--- src/assert_macros.svh ---
// Assertion helpers for the RTL; all checks sample on the rising clock edge.
`ifndef ASSERT_MACROS_SVH
`define ASSERT_MACROS_SVH

// Check a property on every clock edge outside reset.
`define ASSERT_CLK(label, prop, msg) \
   label: assert property (@(posedge clock) disable iff (reset) (prop)) else $error(msg);

// Check that the consequent holds in the cycle after the antecedent.
`define ASSERT_NEXT(label, ante, cons, msg) \
   `ASSERT_CLK(label, (ante) |=> (cons), msg)

`endif

--- src/hbe_pkg.sv ---
package hbe_pkg;

   localparam int BYTE_BITS = 8;
   localparam int SYM_W     = 8;
   localparam int CODE_W    = 16;
   localparam int LEN_W     = 5;
   localparam int PEND_W    = BYTE_BITS - 1;
   localparam int PCNT_W    = 3;
   localparam int ACC_W     = PEND_W + CODE_W;
   localparam int ACNT_W    = 5;
   localparam int OCNT_W    = 4;
   localparam int NRES_W    = 2;

   localparam logic [OCNT_W-1:0] FULL_BYTE_COUNT = OCNT_W'(BYTE_BITS);

   typedef enum logic [1:0] {
      REQ_WRITE  = 2'd0,
      REQ_ENCODE = 2'd1,
      REQ_FLUSH  = 2'd2
   } req_kind_type;

   typedef struct packed {
      logic [LEN_W-1:0]  len;
      logic [CODE_W-1:0] code;
   } entry_type;

   typedef struct packed {
      logic      valid;
      logic      flush;
      entry_type entry;
   } pack_in_type;

   typedef struct packed {
      logic [NRES_W-1:0]    n;
      logic [BYTE_BITS-1:0] byte0;
      logic [OCNT_W-1:0]    count0;
      logic                 eos0;
      logic [BYTE_BITS-1:0] byte1;
   } pack_out_type;

endpackage

--- src/hbe_pack.sv ---
module hbe_pack (
   input  logic                  clock,
   input  logic                  reset,
   input  hbe_pkg::pack_in_type  pin,
   output hbe_pkg::pack_out_type pout
);
   import hbe_pkg::*;

   logic [PEND_W-1:0] pend_bits_ff, pend_bits_in;
   logic [PCNT_W-1:0] pend_count_ff, pend_count_in;

   logic [ACC_W-1:0]  acc;
   logic [ACNT_W-1:0] cnt;
   logic [ACNT_W-1:0] sh_hi;
   logic [ACNT_W-1:0] sh_lo;
   logic [ACC_W-1:0]  acc_hi;
   logic [ACC_W-1:0]  acc_lo;
   logic [ACNT_W-1:0] rem;
   logic [PCNT_W-1:0] rem_cnt;
   logic [BYTE_BITS-1:0] rem_mask;

   always_comb begin
      acc    = (ACC_W'(pend_bits_ff) << pin.entry.len) | ACC_W'(pin.entry.code);
      cnt    = ACNT_W'(pend_count_ff) + ACNT_W'(pin.entry.len);
      sh_hi  = cnt - ACNT_W'(BYTE_BITS);
      sh_lo  = cnt - ACNT_W'(2 * BYTE_BITS);
      acc_hi = acc >> sh_hi;
      acc_lo = acc >> sh_lo;

      pout.byte0  = acc_hi[BYTE_BITS-1:0];
      pout.byte1  = acc_lo[BYTE_BITS-1:0];
      pout.count0 = FULL_BYTE_COUNT;
      pout.eos0   = 1'b0;

      if (cnt >= ACNT_W'(2 * BYTE_BITS)) begin
         pout.n = NRES_W'(2);
         rem    = sh_lo;
      end else if (cnt >= ACNT_W'(BYTE_BITS)) begin
         pout.n = NRES_W'(1);
         rem    = sh_hi;
      end else begin
         pout.n = NRES_W'(0);
         rem    = cnt;
      end
      rem_cnt  = rem[PCNT_W-1:0];
      rem_mask = (BYTE_BITS'(1) << rem_cnt) - BYTE_BITS'(1);

      pend_bits_in  = acc[PEND_W-1:0] & rem_mask[PEND_W-1:0];
      pend_count_in = rem_cnt;

      if (pin.flush) begin
         // emit the leftover bits right-aligned and empty the accumulator
         pout.n        = (pend_count_ff != '0) ? NRES_W'(1) : NRES_W'(0);
         pout.byte0    = BYTE_BITS'(pend_bits_ff);
         pout.count0   = OCNT_W'(pend_count_ff);
         pout.eos0     = 1'b1;
         pend_bits_in  = '0;
         pend_count_in = '0;
      end
   end

   always_ff @(posedge clock) begin
      if (reset) begin
         pend_bits_ff  <= '0;
         pend_count_ff <= '0;
      end else if (pin.valid) begin
         pend_bits_ff  <= pend_bits_in;
         pend_count_ff <= pend_count_in;
      end
   end

endmodule

--- config.mk ---
export PLATFORM = sky130hd
export DESIGN_NAME = hbe_pack
export DESIGN_NICKNAME = d
export VERILOG_FILES = /design/src/assert_macros.svh /design/src/hbe_pkg.sv /design/src/hbe_pack.sv
export SDC_FILE = /design/constraint.sdc
export NUM_CORES = 1
export LEC_CHECK = 0
export BUFFER_PORTS_ARGS = -buffer_cell sky130_fd_sc_hd__buf_2
export CORE_ASPECT_RATIO = 1.2
export CORE_MARGIN = 2
export CORE_UTILIZATION = 64
export DETAILED_ROUTE_END_ITERATION = 7
export PLACE_DENSITY = 0.95
export SLEW_MARGIN = 20
export SYNTH_ARGS = -nofsm -noshare
export SYNTH_HDL_FRONTEND = slang
export SYNTH_SLANG_ARGS = --single-unit
export TNS_END_PERCENT = 5
--- constraint.sdc ---
create_clock -name clock -period 5.1 [get_ports clock]
set_input_delay 0.255 -clock clock [delete_from_list [all_inputs] [get_ports clock]]
set_output_delay 0.255 -clock clock [all_outputs]
set_load 0.1 [all_outputs]
==> results.md <==
* Worst R2R Start: pend_count_ff[0]$_SDFFE_PP0P_
* Fraction of the mapped netlist area in compound gates at between 40% and 50%
* Arrival time worst endpoint at between 4 and 5 ns
* Fraction of final layout cells sized beyond drive strength 1 at a little under a quarter
* Part of the Yosys area used for sequential elements at between 6 and 7%
* Number of max-cap violations at 0
* Utilization after layout at around 70%
* Cell count of the worst reg-to-reg path at 14
* Drt pass-1 iters at 8
* Clock slew at reported path FFs at approximately 0.050 ns
* Slew at the pin closest to its max-slew limit at 0.7915 ns
* Peak Freq at roughly 0.23 GHz
* CP Capture Type: primary output
* Post-synthesis share of cell area spent on full adders, half adders and majority gates at 2.980%
* Biggest area contributors in the synthesized netlist: dfxtp_1 (6.3%), mux2i_1 (6.3%), mux4_2 (5.6%), a21oi_1 (4.4%), nor2_1 (4.0%)
* Synthesis warning total at 0
* Number of antenna violations at the first check in global routing at 0
* Parity-gate share of the synthesized area counting xor and xnor cells at ~1.6%
* Die W at between 60 and 70 µm
* I/O pin total at 48
* Number of register bits inferred by synthesis at 10
* Slew Limit Fails at 0
* Dominant synthesized flop cell: dfxtp_1
* GR met3 Demand/Resource at under 10%
* Total detailed-routing wirelength at 12390 µm
* Post-DP HPWL at between 9000 and 10000 µm
* Crit Path Max Fanout at 25
* Clock network latency to the later pin of the worst-skew pair at around 0.23 ns
* Count of buffering cells on the critical path with inverters included at 5
* Hold Path Depth at 2
* Power Density at about 250 nW/µm²
* Number of enable flip-flop cells after synthesis at 0
* Drt first-iter violations at approximately 700
* Post-synthesis mux area share at 15.92%
* Number of clock sinks at 10
* Period utilisation layout at between 80 and 90%
* Kind of cell with the highest combined delay on the critical path: buffers and inverters
* Hold-fix buffers at CTS at 0
* Mapped cell area at 3191 µm²
* Total global routing overflow at 0
* Portion of synthesized cell area occupied by the leading cell type at between 6 and 7%
* Setup Skew at 0.001619 ns
* LEAKAGE at ~0.0013 µW
* Number of buffers created by CTS at 3
* Buffers on Ports at 47
* Worst path cell trace: buf_2 -> ha_1 -> inv_1 -> fa_1 -> nor2b_1 -> o21ai_0 -> xnor2_1 -> buf_4 -> clkinv_1 -> ha_1 -> nor2_1 -> nand2_1 -> o221ai_1 -> buf_2
* Total number of cells along the worst setup path at 14
* Area used by sequential logic in the layout at ~200 µm²
* CTS-repair resized insts at 0
* Combinational family with the most area after synthesis: compound AO/OA/AOI/OAI gates
* Via count at between 4000 and 5000
* Data required time of the critical path at ~4.9 ns
* Startpoint-to-endpoint class of the critical path: in -> out
* Launching element type of the critical path: input pin
* Hold violation count in the final report at 0
* Max VDD drop at approximately 0.27 mV
* Clock tree from TritonCTS: yes
* Buffers from clock root to sink, at most at 2
* Cell taking the most area after synthesis: dfxtp_1
* Global routing usage on met1 at a little under three fifths
* Area inside the core boundary at 4870 µm²
* Die ar. at about 5600 µm²
* Post-DR wirelength/cell at about 25 µm
* Hold/Removal Path Class: in -> reg
* Number of instances in the synthesized netlist at 422
* Slew Limit Headroom at 46.40%
* Initial core utilization at 65.52%
* Clock Tree Root: clkbuf_8
* Crit Reg-Reg Endpoint: pend_bits_ff[6]$_SDFFE_PP0P_
* Number of filler instances in the final layout at about 420
* Gpl congestion at about 1.0
* Number of nets still failing antenna checks after routing at 0
* H-tree levels at 1
* Number of different library cells in the post-synthesis netlist at 89
* Total area of multi-input combinational cells at roughly 2800 µm²
* Site Rows at 28
* Min Clock Period, post-route at 4.410 ns
* Antenna Diode Count at 0
* Count of buffers added by post-CTS timing repair for setup at 0
* Result of the run: finished clean
* Nets at ~470
* Post-synth net total at around 450
* Number of setup violations in the final report at 0
* Post-detailed-route via-to-cell ratio at around 8.1
* Layout overhead on the synthesized area at 6.941%
* Setup tns final at 0 ns
* Die Span Y at 81.35 µm
* Syn avg cell area at 7.561 µm²
* RSZ-0062 raised after global routing: false
* Startpoint of the tightest hold check path: reset
* Simple-Gate Fraction of Synth Area at about a quarter
* Via count of the first global-routing pass at approximately 3600
* Proportion of register bits with asynchronous set or reset after synthesis at 0%
* DRC violations left at 0
* Maximum number of pins on one net before global-route repair at 39
* Critical-path cell with the highest stage delay: ha_1
* Total routing resource utilization after global routing at between 40 and 50%
* Sink of the worst hold path: pend_bits_ff[5]$_SDFFE_PP0P_
* Global routing's busiest layer: met2
* Global-route wire length before repair at between 15000 and 20000 µm
* Met2 track demand over resource at between 70% and 80%
* CP peak stage delay at roughly 0.52 ns
* Setup slack, reg-to-reg at approximately 1.6 ns
==> area by class of cell <==
type                            instances  area share, %
Clock buffer                            4          1.613
Tap cell                               60          2.200
Sequential cell                        10          5.867
Multi-Input combinational cell        360          80.67
Inverter                               11          1.210
Timing Repair Buffer                   54          8.434
==> synth_stat cells (all sizes together) (4+ instances only) <==
cell type	number
o211ai	8
a22oi	7
o221ai	8
a221oi	8
mux4	8
o21ai	12
nand2b	12
buf	22
clkbuf	19
dfxtp	10
inv	8
nor3b	4
and2	6
mux2	10
a21o	6
a32o	4
a2111oi	4
a221o	6
nor2b	9
a311oi	4
a2bb2oi	4
a31oi	11
nand2	31
o311ai	4
o22ai	6
ha	6
nand3	11
a32oi	8
a21oi	30
nor2	35
a211oi	6
mux2i	20
nor3	13
==> through the flow <==
| stage | hold WS [ns] | area [µm²] | total power (µW) | instances | setup slack, ns |
|---|---|---|---|---|---|
| final | 0.3231 | 3412 | 836.9 | 499 | 0.6897 |
| after global routing | 0.3369 | 3412 | 866.8 | 499 | 0.4663 |
| after CTS | 0.3222 | 3412 | 814.5 | 499 | 0.7302 |
| after detailed placement | 0.5514 | 3357 | 716.4 | 495 | 0.7447 |
| after global placement | 0.5097 | 3357 | 711.9 | 495 | 0.8379 |
| after floorplan | 0.4326 | 3198 | 594.5 | 422 | 0.4009 |
==> report_power, final <==
part	total [µW]	leakage (µW)	internal, µW	switching, µW
clock network	96.0	0.0000288	67.6	28.4
registers	89.5	0.0000813	81.8	7.68
logic	651	0.00116	177	474
total	837	0.00127	326	510
==> layout by cell type (no fill, tap or decap), drive strengths merged, types with 9 or more instances in the layout <==
cell / synthesis / final
mux2: 10 / 10
dfxtp: 10 / 10
mux2i: 20 / 20
nor3: 13 / 13
nor2b: 9 / 9
a21oi: 30 / 30
nand2: 31 / 31
o21ai: 12 / 12
a31oi: 11 / 11
nand3: 11 / 11
nor2: 35 / 35
nand2b: 12 / 12
buf: 22 / 54
==> worst max path at each step <==
stage / slack (ns) / end / startpoint
6_report: 0.69 / pout[14] / pin[16]
5_1_grt: 0.47 / pout[14] / pin[16]
4_1_cts: 0.73 / pout[14] / pin[16]
3_5_place_dp: 0.74 / pout[14] / pin[16]
3_3_place_gp: 0.84 / pout[14] / pin[16]
2_1_floorplan: 0.40 / pout[4] / pend_count_ff[0]$_SDFFE_PP0P_
==> per-layer routing <==
metal / part of all wire (%) / routed length (µm)
met2: 45 / 5631
met3: 12 / 1483
met1: 35 / 4357
met5: 0 / 0
met4: 7.4 / 919
==> state kept, by name, summed over array words and instances, names as in the netlist <==
name / cells
pend_count_ff: 3
pend_bits_ff: 7
==> cell families (layout without fill, tap and decap cells) <==
logic type               Yosys count  count (layout)
flip-flops                        10              10
XOR/XNOR                           6               6
AO/OA/AOI/OAI                    165             165
multiplexers                      38              38
adder cells (fa/ha/maj)            7               7
AND/OR/NAND/NOR                  144             144
buffers and inverters             52              69
Note: power is estimated with default switching activity, not from simulation.
