<file path="src/assert_macros.svh">
// Assertion helpers for the RTL; all checks sample on the rising clock edge.
`ifndef ASSERT_MACROS_SVH
`define ASSERT_MACROS_SVH

// Check a property on every clock edge outside reset.
`define ASSERT_CLK(label, prop, msg) \
   label: assert property (@(posedge clock) disable iff (reset) (prop)) else $error(msg);

// Check that the consequent holds in the cycle after the antecedent.
`define ASSERT_NEXT(label, ante, cons, msg) \
   `ASSERT_CLK(label, (ante) |=> (cons), msg)

`endif

</file>
<file path="src/hbe_pkg.sv">
package hbe_pkg;

   localparam int BYTE_BITS = 8;
   localparam int SYM_W     = 8;
   localparam int CODE_W    = 16;
   localparam int LEN_W     = 5;
   localparam int PEND_W    = BYTE_BITS - 1;
   localparam int PCNT_W    = 3;
   localparam int ACC_W     = PEND_W + CODE_W;
   localparam int ACNT_W    = 5;
   localparam int OCNT_W    = 4;
   localparam int NRES_W    = 2;

   localparam logic [OCNT_W-1:0] FULL_BYTE_COUNT = OCNT_W'(BYTE_BITS);

   typedef enum logic [1:0] {
      REQ_WRITE  = 2'd0,
      REQ_ENCODE = 2'd1,
      REQ_FLUSH  = 2'd2
   } req_kind_type;

   typedef struct packed {
      logic [LEN_W-1:0]  len;
      logic [CODE_W-1:0] code;
   } entry_type;

   typedef struct packed {
      logic      valid;
      logic      flush;
      entry_type entry;
   } pack_in_type;

   typedef struct packed {
      logic [NRES_W-1:0]    n;
      logic [BYTE_BITS-1:0] byte0;
      logic [OCNT_W-1:0]    count0;
      logic                 eos0;
      logic [BYTE_BITS-1:0] byte1;
   } pack_out_type;

endpackage

</file>
<file path="src/hbe_rsp_if.sv">
interface hbe_rsp_if;
   logic                           valid;
   logic                           ready;
   logic [hbe_pkg::BYTE_BITS-1:0]  rsp_out_byte;
   logic [hbe_pkg::OCNT_W-1:0]     rsp_out_bit_count;
   logic                           rsp_end_of_stream;

   modport source (output valid, rsp_out_byte, rsp_out_bit_count, rsp_end_of_stream,
                   input ready);
   modport sink   (input valid, rsp_out_byte, rsp_out_bit_count, rsp_end_of_stream,
                   output ready);
endinterface

</file>
<file path="src/hbe_outbuf.sv">
module hbe_outbuf (
   input  logic                  clock,
   input  logic                  reset,
   input  logic                  load,
   input  hbe_pkg::pack_out_type res,
   output logic                  free,
   hbe_rsp_if.source             rsp
);
   import hbe_pkg::*;

   logic [NRES_W-1:0]    num_ff, num_in;
   logic [BYTE_BITS-1:0] byte0_ff, byte0_in;
   logic [OCNT_W-1:0]    count0_ff, count0_in;
   logic                 eos0_ff, eos0_in;
   logic [BYTE_BITS-1:0] byte1_ff, byte1_in;
   logic                 pop;

   assign pop  = rsp.valid && rsp.ready;
   assign free = (num_ff == '0) || ((num_ff == NRES_W'(1)) && pop);

   always_comb begin
      num_in    = num_ff;
      byte0_in  = byte0_ff;
      count0_in = count0_ff;
      eos0_in   = eos0_ff;
      byte1_in  = byte1_ff;
      if (load) begin
         num_in    = res.n;
         byte0_in  = res.byte0;
         count0_in = res.count0;
         eos0_in   = res.eos0;
         byte1_in  = res.byte1;
      end else if (pop) begin
         // advance the second byte to the head
         num_in    = num_ff - NRES_W'(1);
         byte0_in  = byte1_ff;
         count0_in = FULL_BYTE_COUNT;
         eos0_in   = 1'b0;
      end
   end

   always_ff @(posedge clock) begin
      if (reset) begin
         num_ff <= '0;
      end else begin
         num_ff <= num_in;
      end
      byte0_ff  <= byte0_in;
      count0_ff <= count0_in;
      eos0_ff   <= eos0_in;
      byte1_ff  <= byte1_in;
   end

   assign rsp.valid             = (num_ff != '0);
   assign rsp.rsp_out_byte      = byte0_ff;
   assign rsp.rsp_out_bit_count = count0_ff;
   assign rsp.rsp_end_of_stream = eos0_ff;

endmodule

</file>
<file path="src/flat_wrapper.sv">
// flat-port wrapper written by rule: the top's interface ports become plain ports
module hbe_outbuf_flat import hbe_pkg::*;
  (clock, reset, load, res, free, rsp_valid, rsp_rsp_out_byte, rsp_rsp_out_bit_count, rsp_rsp_end_of_stream, rsp_ready);
  hbe_rsp_if rsp_i ();
  input  logic clock;
  input  logic reset;
  input  logic load;
  input  hbe_pkg::pack_out_type res;
  output logic free;
  output wire logic [$bits(rsp_i.valid)-1:0] rsp_valid;
  output wire logic [$bits(rsp_i.rsp_out_byte)-1:0] rsp_rsp_out_byte;
  output wire logic [$bits(rsp_i.rsp_out_bit_count)-1:0] rsp_rsp_out_bit_count;
  output wire logic [$bits(rsp_i.rsp_end_of_stream)-1:0] rsp_rsp_end_of_stream;
  input wire logic [$bits(rsp_i.ready)-1:0] rsp_ready;
  assign rsp_valid = rsp_i.valid;
  assign rsp_rsp_out_byte = rsp_i.rsp_out_byte;
  assign rsp_rsp_out_bit_count = rsp_i.rsp_out_bit_count;
  assign rsp_rsp_end_of_stream = rsp_i.rsp_end_of_stream;
  assign rsp_i.ready = rsp_ready;
  hbe_outbuf u_core (.clock(clock), .reset(reset), .load(load), .res(res), .free(free), .rsp(rsp_i));
endmodule
</file>
<file path="config.mk">
export PLATFORM = sky130hd
export DESIGN_NAME = hbe_outbuf_flat
export DESIGN_NICKNAME = d
export VERILOG_FILES = /design/src/assert_macros.svh /design/src/hbe_pkg.sv /design/src/hbe_rsp_if.sv /design/src/hbe_outbuf.sv /design/src/flat_wrapper.sv
export SDC_FILE = /design/constraint.sdc
export NUM_CORES = 1
export LEC_CHECK = 0
export BUFFER_PORTS_ARGS = -buffer_cell sky130_fd_sc_hd__buf_2
export CAP_MARGIN = 20
export CELL_PAD_IN_SITES_DETAIL_PLACEMENT = 0
export CELL_PAD_IN_SITES_GLOBAL_PLACEMENT = 1
export CORE_MARGIN = 2
export CORE_UTILIZATION = 35
export CTS_CLUSTER_SIZE = 30
export DETAILED_ROUTE_END_ITERATION = 10
export PLACE_DENSITY = 0.78
export SYNTH_ARGS = -nofsm -noshare
export SYNTH_HDL_FRONTEND = slang
export SYNTH_SLANG_ARGS = --single-unit
</file>
<file path="constraint.sdc">
create_clock -name clock -period 2 [get_ports clock]
set_clock_uncertainty 0.2 [all_clocks]
set_input_delay 0.4 -clock clock [delete_from_list [all_inputs] [get_ports clock]]
set_output_delay 0.4 -clock clock [all_outputs]
set_load 0.005 [all_outputs]
</file>
==> results of run 1 <==
[cell usage after synthesis]
cell type  number
o211ai_1        1
or2_2           1
inv_1           4
nor2_1          1
nand3b_1        1
nor2b_4         1
a21oi_1         1
nand2b_1        1
xnor2_1         1
ha_1            2
nand2_1         3
buf_6           2
mux2_2          8
edfxtp_1       21
dfxtp_1         2
and2_1          4
a211oi_2        1
[stage by stage]
| stage | power (W) | std cells | hold WS (ps) | worst slack (ps) | area [um^2] |
|---|---|---|---|---|---|
| 6_report | 0.000910 | 128 | 53.2 | 168 | 1180 |
| 4_1_cts | 0.000919 | 128 | 49.2 | 157 | 1180 |
| 3_5_place_dp | 0.000714 | 124 | 333 | 284 | 1150 |
| 2_1_floorplan | 0.000654 | 55 | 265 | 474 | 931 |
| 5_1_grt | 0.000954 | 128 | 36.6 | 88.2 | 1180 |
| 3_3_place_gp | 0.000712 | 124 | 333 | 324 | 1150 |
[report_power, final]
| part | leakage (nW) | internal, W | switching (W) |
|---|---|---|---|
| clock | 0.0177 | 0.0000747 | 0.000134 |
| combinational | 0.262 | 0.0000650 | 0.0000530 |
| sequential | 0.225 | 0.000572 | 0.0000113 |
| total | 0.505 | 0.000712 | 0.000198 |
[per-layer routing]
layer	GRT usage, %	up-vias	routed length [um]
met4	4.18	0	14
met1	13.8	241	591
met5	0	-	0
met3	3.49	2	165
met2	15.0	37	648
li1	-	281	-
[sequential cells by signal (all words and copies together) (netlist names)]
| name | count |
|---|---|
| u_core.rsp.rsp_end_of_stream | 1 |
| u_core.rsp.rsp_out_bit_count | 4 |
| u_core.byte1_ff | 8 |
| u_core.num_ff | 2 |
| u_core.rsp.rsp_out_byte | 8 |
[layout by cell type (no fill, tap or decap)]
cell      instances
nand2b_1          1
a21oi_1           1
ha_1              2
mux2_2            8
buf_2            41
clkbuf_4          3
nand3b_1          1
o211ai_1          1
edfxtp_1         21
a211oi_2          1
xnor2_1           1
dfxtp_1           2
and2_1            4
nor2b_4           1
or2_2             1
clkinv_2          1
nand2_1           3
inv_1             4
nor2_1            1
[cell type report]
cell class	count	area (um^2)	area share, %
clock inverters	1	5.00	0.425
inverters	4	15.0	1.27
flip-flops and latches	23	671	56.9
multi-input cells	26	223	18.9
clock buffers	3	22.5	1.91
well taps	30	37.5	3.18
repair buffers	41	205	17.4
[cells by family after synthesis]
logic type               Yosys count  share of synthesized area (%)
AND/OR/NAND/NOR                   12                           7.93
flip-flops                        23                           72.0
XOR/XNOR                           1                          0.941
AO/OA/AOI/OAI                      3                           2.69
buffers and inverters              6                           4.03
adder cells (fa/ha/maj)            2                           2.69
multiplexers                       8                           9.68
[worst paths after layout]
| kind | from | endpoint | slack [ps] | cells past startpoint |
|---|---|---|---|---|
| worst min-delay path | res[0] | u_core.byte1_ff[0] | 50 | 1 |
| worst max-delay path | u_core.num_ff[0] | free | 170 | 5 |
| worst max register to register | u_core.num_ff[0] | u_core.rsp.rsp_out_byte[1] | 360 | 4 |
| worst min register to register | u_core.byte1_ff[5] | u_core.rsp.rsp_out_byte[5] | 360 | 1 |
==> impl_metrics.env, run 1 <==
export IMPL_drive_above_1_share_pct=57.1
export IMPL_power_density_nw_per_um2=772
export IMPL_ys_warn_count=0
export IMPL_crit_path_end_kind="output port"
export IMPL_die_h_um=55.6
export IMPL_synth_cell_area_um2=931
export IMPL_synth_seq_area_share_pct=72.0
export IMPL_setup_viol=0
export IMPL_rows=18
export IMPL_slew_headroom_pct=70.6
export IMPL_yosysTopAreaCell="edfxtp_1"
export IMPL_crit_chain="inv_1 > ha_1 > inv_1 > nand2_1 > buf_2"
export IMPL_fin_crit_sh_pct=91.6
export IMPL_rsz0062_at_grt="no"
export IMPL_clk_pin_slew_ps=120
export IMPL_fill_cells=235
export IMPL_htree_levels=1
export IMPL_gr_total_overflow=0
export IMPL_hold_path_class="input pin to flop"
export IMPL_crit_type="flop to output port"
export IMPL_antenna_found_initial=0
export IMPL_via_count=561
export IMPL_synthToLayoutAreaGrowth_pct=26.6
export IMPL_crit_top_cell="inv_1"
export IMPL_grt_pass1_vias=547
export IMPL_die_area_um2=3090
export IMPL_critPathMaxStageDelay_ps=390
export IMPL_cts_buffers_inserted=3
export IMPL_cp_required_ps=1400
export IMPL_cts_resized=0
export IMPL_synth_fp_nets=84
export IMPL_max_cap_violations=0
export IMPL_cts_buffer_depth=2
export IMPL_final_core_utilization_pct=47.1
export IMPL_wirelength_um=1420
export IMPL_status="completed"
export IMPL_worstPathMaxFanout=3
export IMPL_track_usage_pct=10.2
export IMPL_worstPathArrival_ps=1230
export IMPL_grt_pass1_wl_um=2420
export IMPL_cts_root_buffer="clkbuf_4"
export IMPL_grt_max_degree=25
export IMPL_critPathBufInv=3
export IMPL_num_nets_final=128
export IMPL_crit_slowest_cell="dfxtp_1"
export IMPL_clock_latency_ps=310
export IMPL_drc_errors=0
export IMPL_post_cts_buffers=0
export IMPL_syn_inst=55
export IMPL_routabilityCongestion=0.682
export IMPL_drt_initial_drc_count=7
export IMPL_syn_area_per_cell_um2=16.9
export IMPL_insertedDiodeCount=0
export IMPL_slew_violations=0
export IMPL_critPathLaunchType="flop"
export IMPL_place_hpwl_um=1070
export IMPL_ant_nets=0
export IMPL_ys_ff_latch=23
export IMPL_cts_sinks=23
export IMPL_start_util_pct=37.2
export IMPL_clock_fmax_mhz=546
export IMPL_p_leak_nw=0.505
export IMPL_firstDrtPassIters=5
export IMPL_drt_vias_per_instance=4.38
export IMPL_hold_viol=0
export IMPL_cts_hold_repair_buffers=0
export IMPL_tns_ps=0
export IMPL_drt_wirelength_per_cell_um=11.1
export IMPL_portBuffers=41
export IMPL_fin_crit_ps=1830
export IMPL_yosys_top_cells_area="edfxtp_1 (68%), mux2_2 (9.7%), dfxtp_1 (4.3%)"
export IMPL_core_um2=2500
export IMPL_tightest_slew_ps=442
export IMPL_yosys_cell_types_count=17
export IMPL_die_w_um=55.6
export IMPL_path_delay_family="flip-flops"
export IMPL_cts_tree="done"
export IMPL_synth_top_area_share_pct=67.7
export IMPL_pin_count=42
export IMPL_ir_drop_v=0.000413
(Power assumes the default switching activity.)
==> inputs of run 2 (changes only) <==
--- a/config.mk
+++ b/config.mk
@@ -5,15 +5,16 @@
 export SDC_FILE = /design/constraint.sdc
 export NUM_CORES = 1
 export LEC_CHECK = 0
+export ABC_AREA = 1
 export BUFFER_PORTS_ARGS = -buffer_cell sky130_fd_sc_hd__buf_2
 export CAP_MARGIN = 20
 export CELL_PAD_IN_SITES_DETAIL_PLACEMENT = 0
 export CELL_PAD_IN_SITES_GLOBAL_PLACEMENT = 1
 export CORE_MARGIN = 2
-export CORE_UTILIZATION = 35
+export CORE_UTILIZATION = 33
 export CTS_CLUSTER_SIZE = 30
 export DETAILED_ROUTE_END_ITERATION = 10
-export PLACE_DENSITY = 0.78
+export PLACE_DENSITY = 0.77
 export SYNTH_ARGS = -nofsm -noshare
 export SYNTH_HDL_FRONTEND = slang
 export SYNTH_SLANG_ARGS = --single-unit
==> run 2 against run 1 <==
Effect of this change:
- hold slack gained 14 ps
- register-to-register slack worse by 60 ps
- cell count up 24%
- highest routed layer unchanged
- synthesized cell count rose by 51%
- via count up 21%
- critical path type unchanged
- total power increased by 0.83%
- clock power is 4% lower
- routed wire length is 13% higher
- non-clock buffer count up 2
- die area rose by 6.4%
- global-route usage hardly changed
- largest cell class unchanged
==> impl_metrics.env, run 2 <==
export IMPL_status="completed"
export IMPL_grt_pass1_vias=590
export IMPL_cts_buffer_depth=2
export IMPL_routabilityCongestion=0.700
export IMPL_core_um2=2730
export IMPL_pin_count=42
export IMPL_syn_inst=83
export IMPL_setup_viol=0
export IMPL_fin_crit_sh_pct=90.9
export IMPL_layout_commonest_cell="buf_2"
export IMPL_power_density_nw_per_um2=761
export IMPL_num_nets_final=158
export IMPL_rows=19
export IMPL_slew_headroom_pct=70.0
export IMPL_grt_pass1_wl_um=2400
export IMPL_synth_fp_nets=112
export IMPL_layout_common_cells="buf_2 (41), nand2_1 (36), edfxtp_1 (21)"
export IMPL_cts_buffers_inserted=3
export IMPL_cts_resized=0
export IMPL_place_hpwl_um=1290
export IMPL_grt_max_degree=14
export IMPL_worstPathMaxFanout=4
export IMPL_async_flop_share_pct=0
export IMPL_tightest_slew_ps=450
export IMPL_drt_vias_per_instance=4.28
export IMPL_pre_cts_slack_ps=274
export IMPL_ir_drop_v=0.000502
export IMPL_syn_area_per_cell_um2=11.3
export IMPL_max_cap_violations=0
export IMPL_synth_cell_area_um2=938
export IMPL_die_h_um=57.3
export IMPL_yosysTopAreaCell="edfxtp_1"
export IMPL_wirelength_um=1600
export IMPL_setup_slack_ps=181
export IMPL_post_cts_buffers=0
export IMPL_insertedDiodeCount=0
export IMPL_yosysMostFrequentCell="nand2_1"
export IMPL_cts_tree="done"
export IMPL_synth_seq_area_share_pct=71.5
export IMPL_tns_ps=0
export IMPL_gr_total_overflow=0
export IMPL_die_w_um=57.3
export IMPL_fin_crit_ps=1820
export IMPL_hold_path_class="input pin to flop"
export IMPL_yosys_top_cells_area="edfxtp_1 (67%), nand2_1 (14%), dfxtp_1 (4.3%)"
export IMPL_fill_cells=269
export IMPL_slew_violations=0
export IMPL_yosys_cell_types_count=13
export IMPL_clock_fmax_mhz=550
export IMPL_synth_edf_count=21
export IMPL_ant_nets=0
export IMPL_worstPathArrival_ps=1220
export IMPL_critPathLaunchType="flop"
export IMPL_crit_type="flop to output port"
export IMPL_ys_flop_type="edfxtp_1"
export IMPL_final_core_utilization_pct=44.1
export IMPL_rsz0062_at_grt="no"
export IMPL_cp_required_ps=1400
export IMPL_clk_pin_slew_ps=110
export IMPL_antenna_found_initial=0
export IMPL_crit_path_end_kind="output port"
export IMPL_ys_warn_count=0
export IMPL_cts_root_buffer="clkbuf_4"
export IMPL_drt_wirelength_per_cell_um=10.1
export IMPL_portBuffers=41
export IMPL_p_leak_nw=0.604
export IMPL_clock_latency_ps=300
export IMPL_drive_above_1_share_pct=38.3
export IMPL_via_count=680
export IMPL_hold_slack_ps=67.1
export IMPL_cts_sinks=23
export IMPL_ys_ff_latch=23
export IMPL_yosys_top_cells_count="nand2_1 (36), edfxtp_1 (21), inv_1 (9), nor2_1 (5)"
export IMPL_die_area_um2=3290
export IMPL_hold_viol=0
export IMPL_drc_errors=0
export IMPL_start_util_pct=34.3
export IMPL_htree_levels=1
export IMPL_drt_initial_drc_count=10
export IMPL_r2r_setup_slack_ps=300
export IMPL_firstDrtPassIters=4
export IMPL_synth_top_area_share_pct=67.2
export IMPL_synthToLayoutAreaGrowth_pct=28.5
export IMPL_track_usage_pct=10.2
export IMPL_cts_hold_repair_buffers=0
run 2: cell count changes in the layout (fill, tap and decap cells not counted), sizes merged:
cell    previous run  this run
nand2              3        36
mux2               8         0
inv                4        10
and2               4         0
nor2               1         5
buf               41        43
o21ai              0         2
a211oi             1         0
nand2b             1         0
nand3              0         1
nand3b             1         0
nor2b              1         0
o211ai             1         0
xnor2              1         0
run 2: worst paths after layout:
path | cells after the start | start | end
setup reg to reg | 5 | u_core.num_ff[0] | u_core.rsp.rsp_out_bit_count[1]
hold reg to reg | 2 | u_core.byte1_ff[2] | u_core.rsp.rsp_out_byte[2]
setup / recovery | 5 | u_core.num_ff[0] | free
hold / removal | 1 | res[5] | u_core.byte1_ff[5]
run 2: layout make-up:
class	count	area [um^2]	share of cell area, %
clock buffers	3	22.5	1.87
clock inverters	1	5.00	0.415
inverters	10	40.0	3.32
multi-input cells	48	209	17.3
flip-flops and latches	23	671	55.6
well taps	31	38.8	3.22
repair buffers	43	220	18.3
run 2: metrics by stage:
step           instance area, um^2  cells  power [W]
5_1_grt                       1210    159   0.000975
6_report                      1210    159   0.000918
3_5_place_dp                  1180    155   0.000733
3_3_place_gp                  1180    155   0.000728
4_1_cts                       1210    159   0.000932
2_1_floorplan                  938     83   0.000660
run 2: worst max-delay path, cell delays in order (launching register included):
cell     delay, ps
dfxtp_1        390
inv_1           60
ha_1           180
inv_1          110
nand2_1         60
buf_2          120
run 2: kinds of logic (layout without fill, tap and decap cells):
group | after synthesis | in the layout | synth area share [%]
fa+ha+maj | 2 | 2 | 2.67
compound gates | 3 | 3 | 2.00
simple gates | 43 | 43 | 17.6
flops | 23 | 23 | 71.5
buf+inv | 12 | 57 | 6.27
run 2: layer usage:
| metal | up-vias | wire (um) | GRT usage (%) |
|---|---|---|---|
| met5 | - | 0 | 0 |
| met4 | 0 | 8 | 4.98 |
| met3 | 2 | 120 | 4.31 |
| met2 | 24 | 820 | 16.9 |
| met1 | 298 | 651 | 11.3 |
| li1 | 356 | - | - |
run 2: power by group:
| group | total [W] | internal (W) | switching, W |
|---|---|---|---|
| Clock | 0.000200 | 0.0000746 | 0.000125 |
| Combinational | 0.000130 | 0.0000608 | 0.0000696 |
| Sequential | 0.000587 | 0.000575 | 0.0000119 |
| Total | 0.000918 | 0.000711 | 0.000207 |
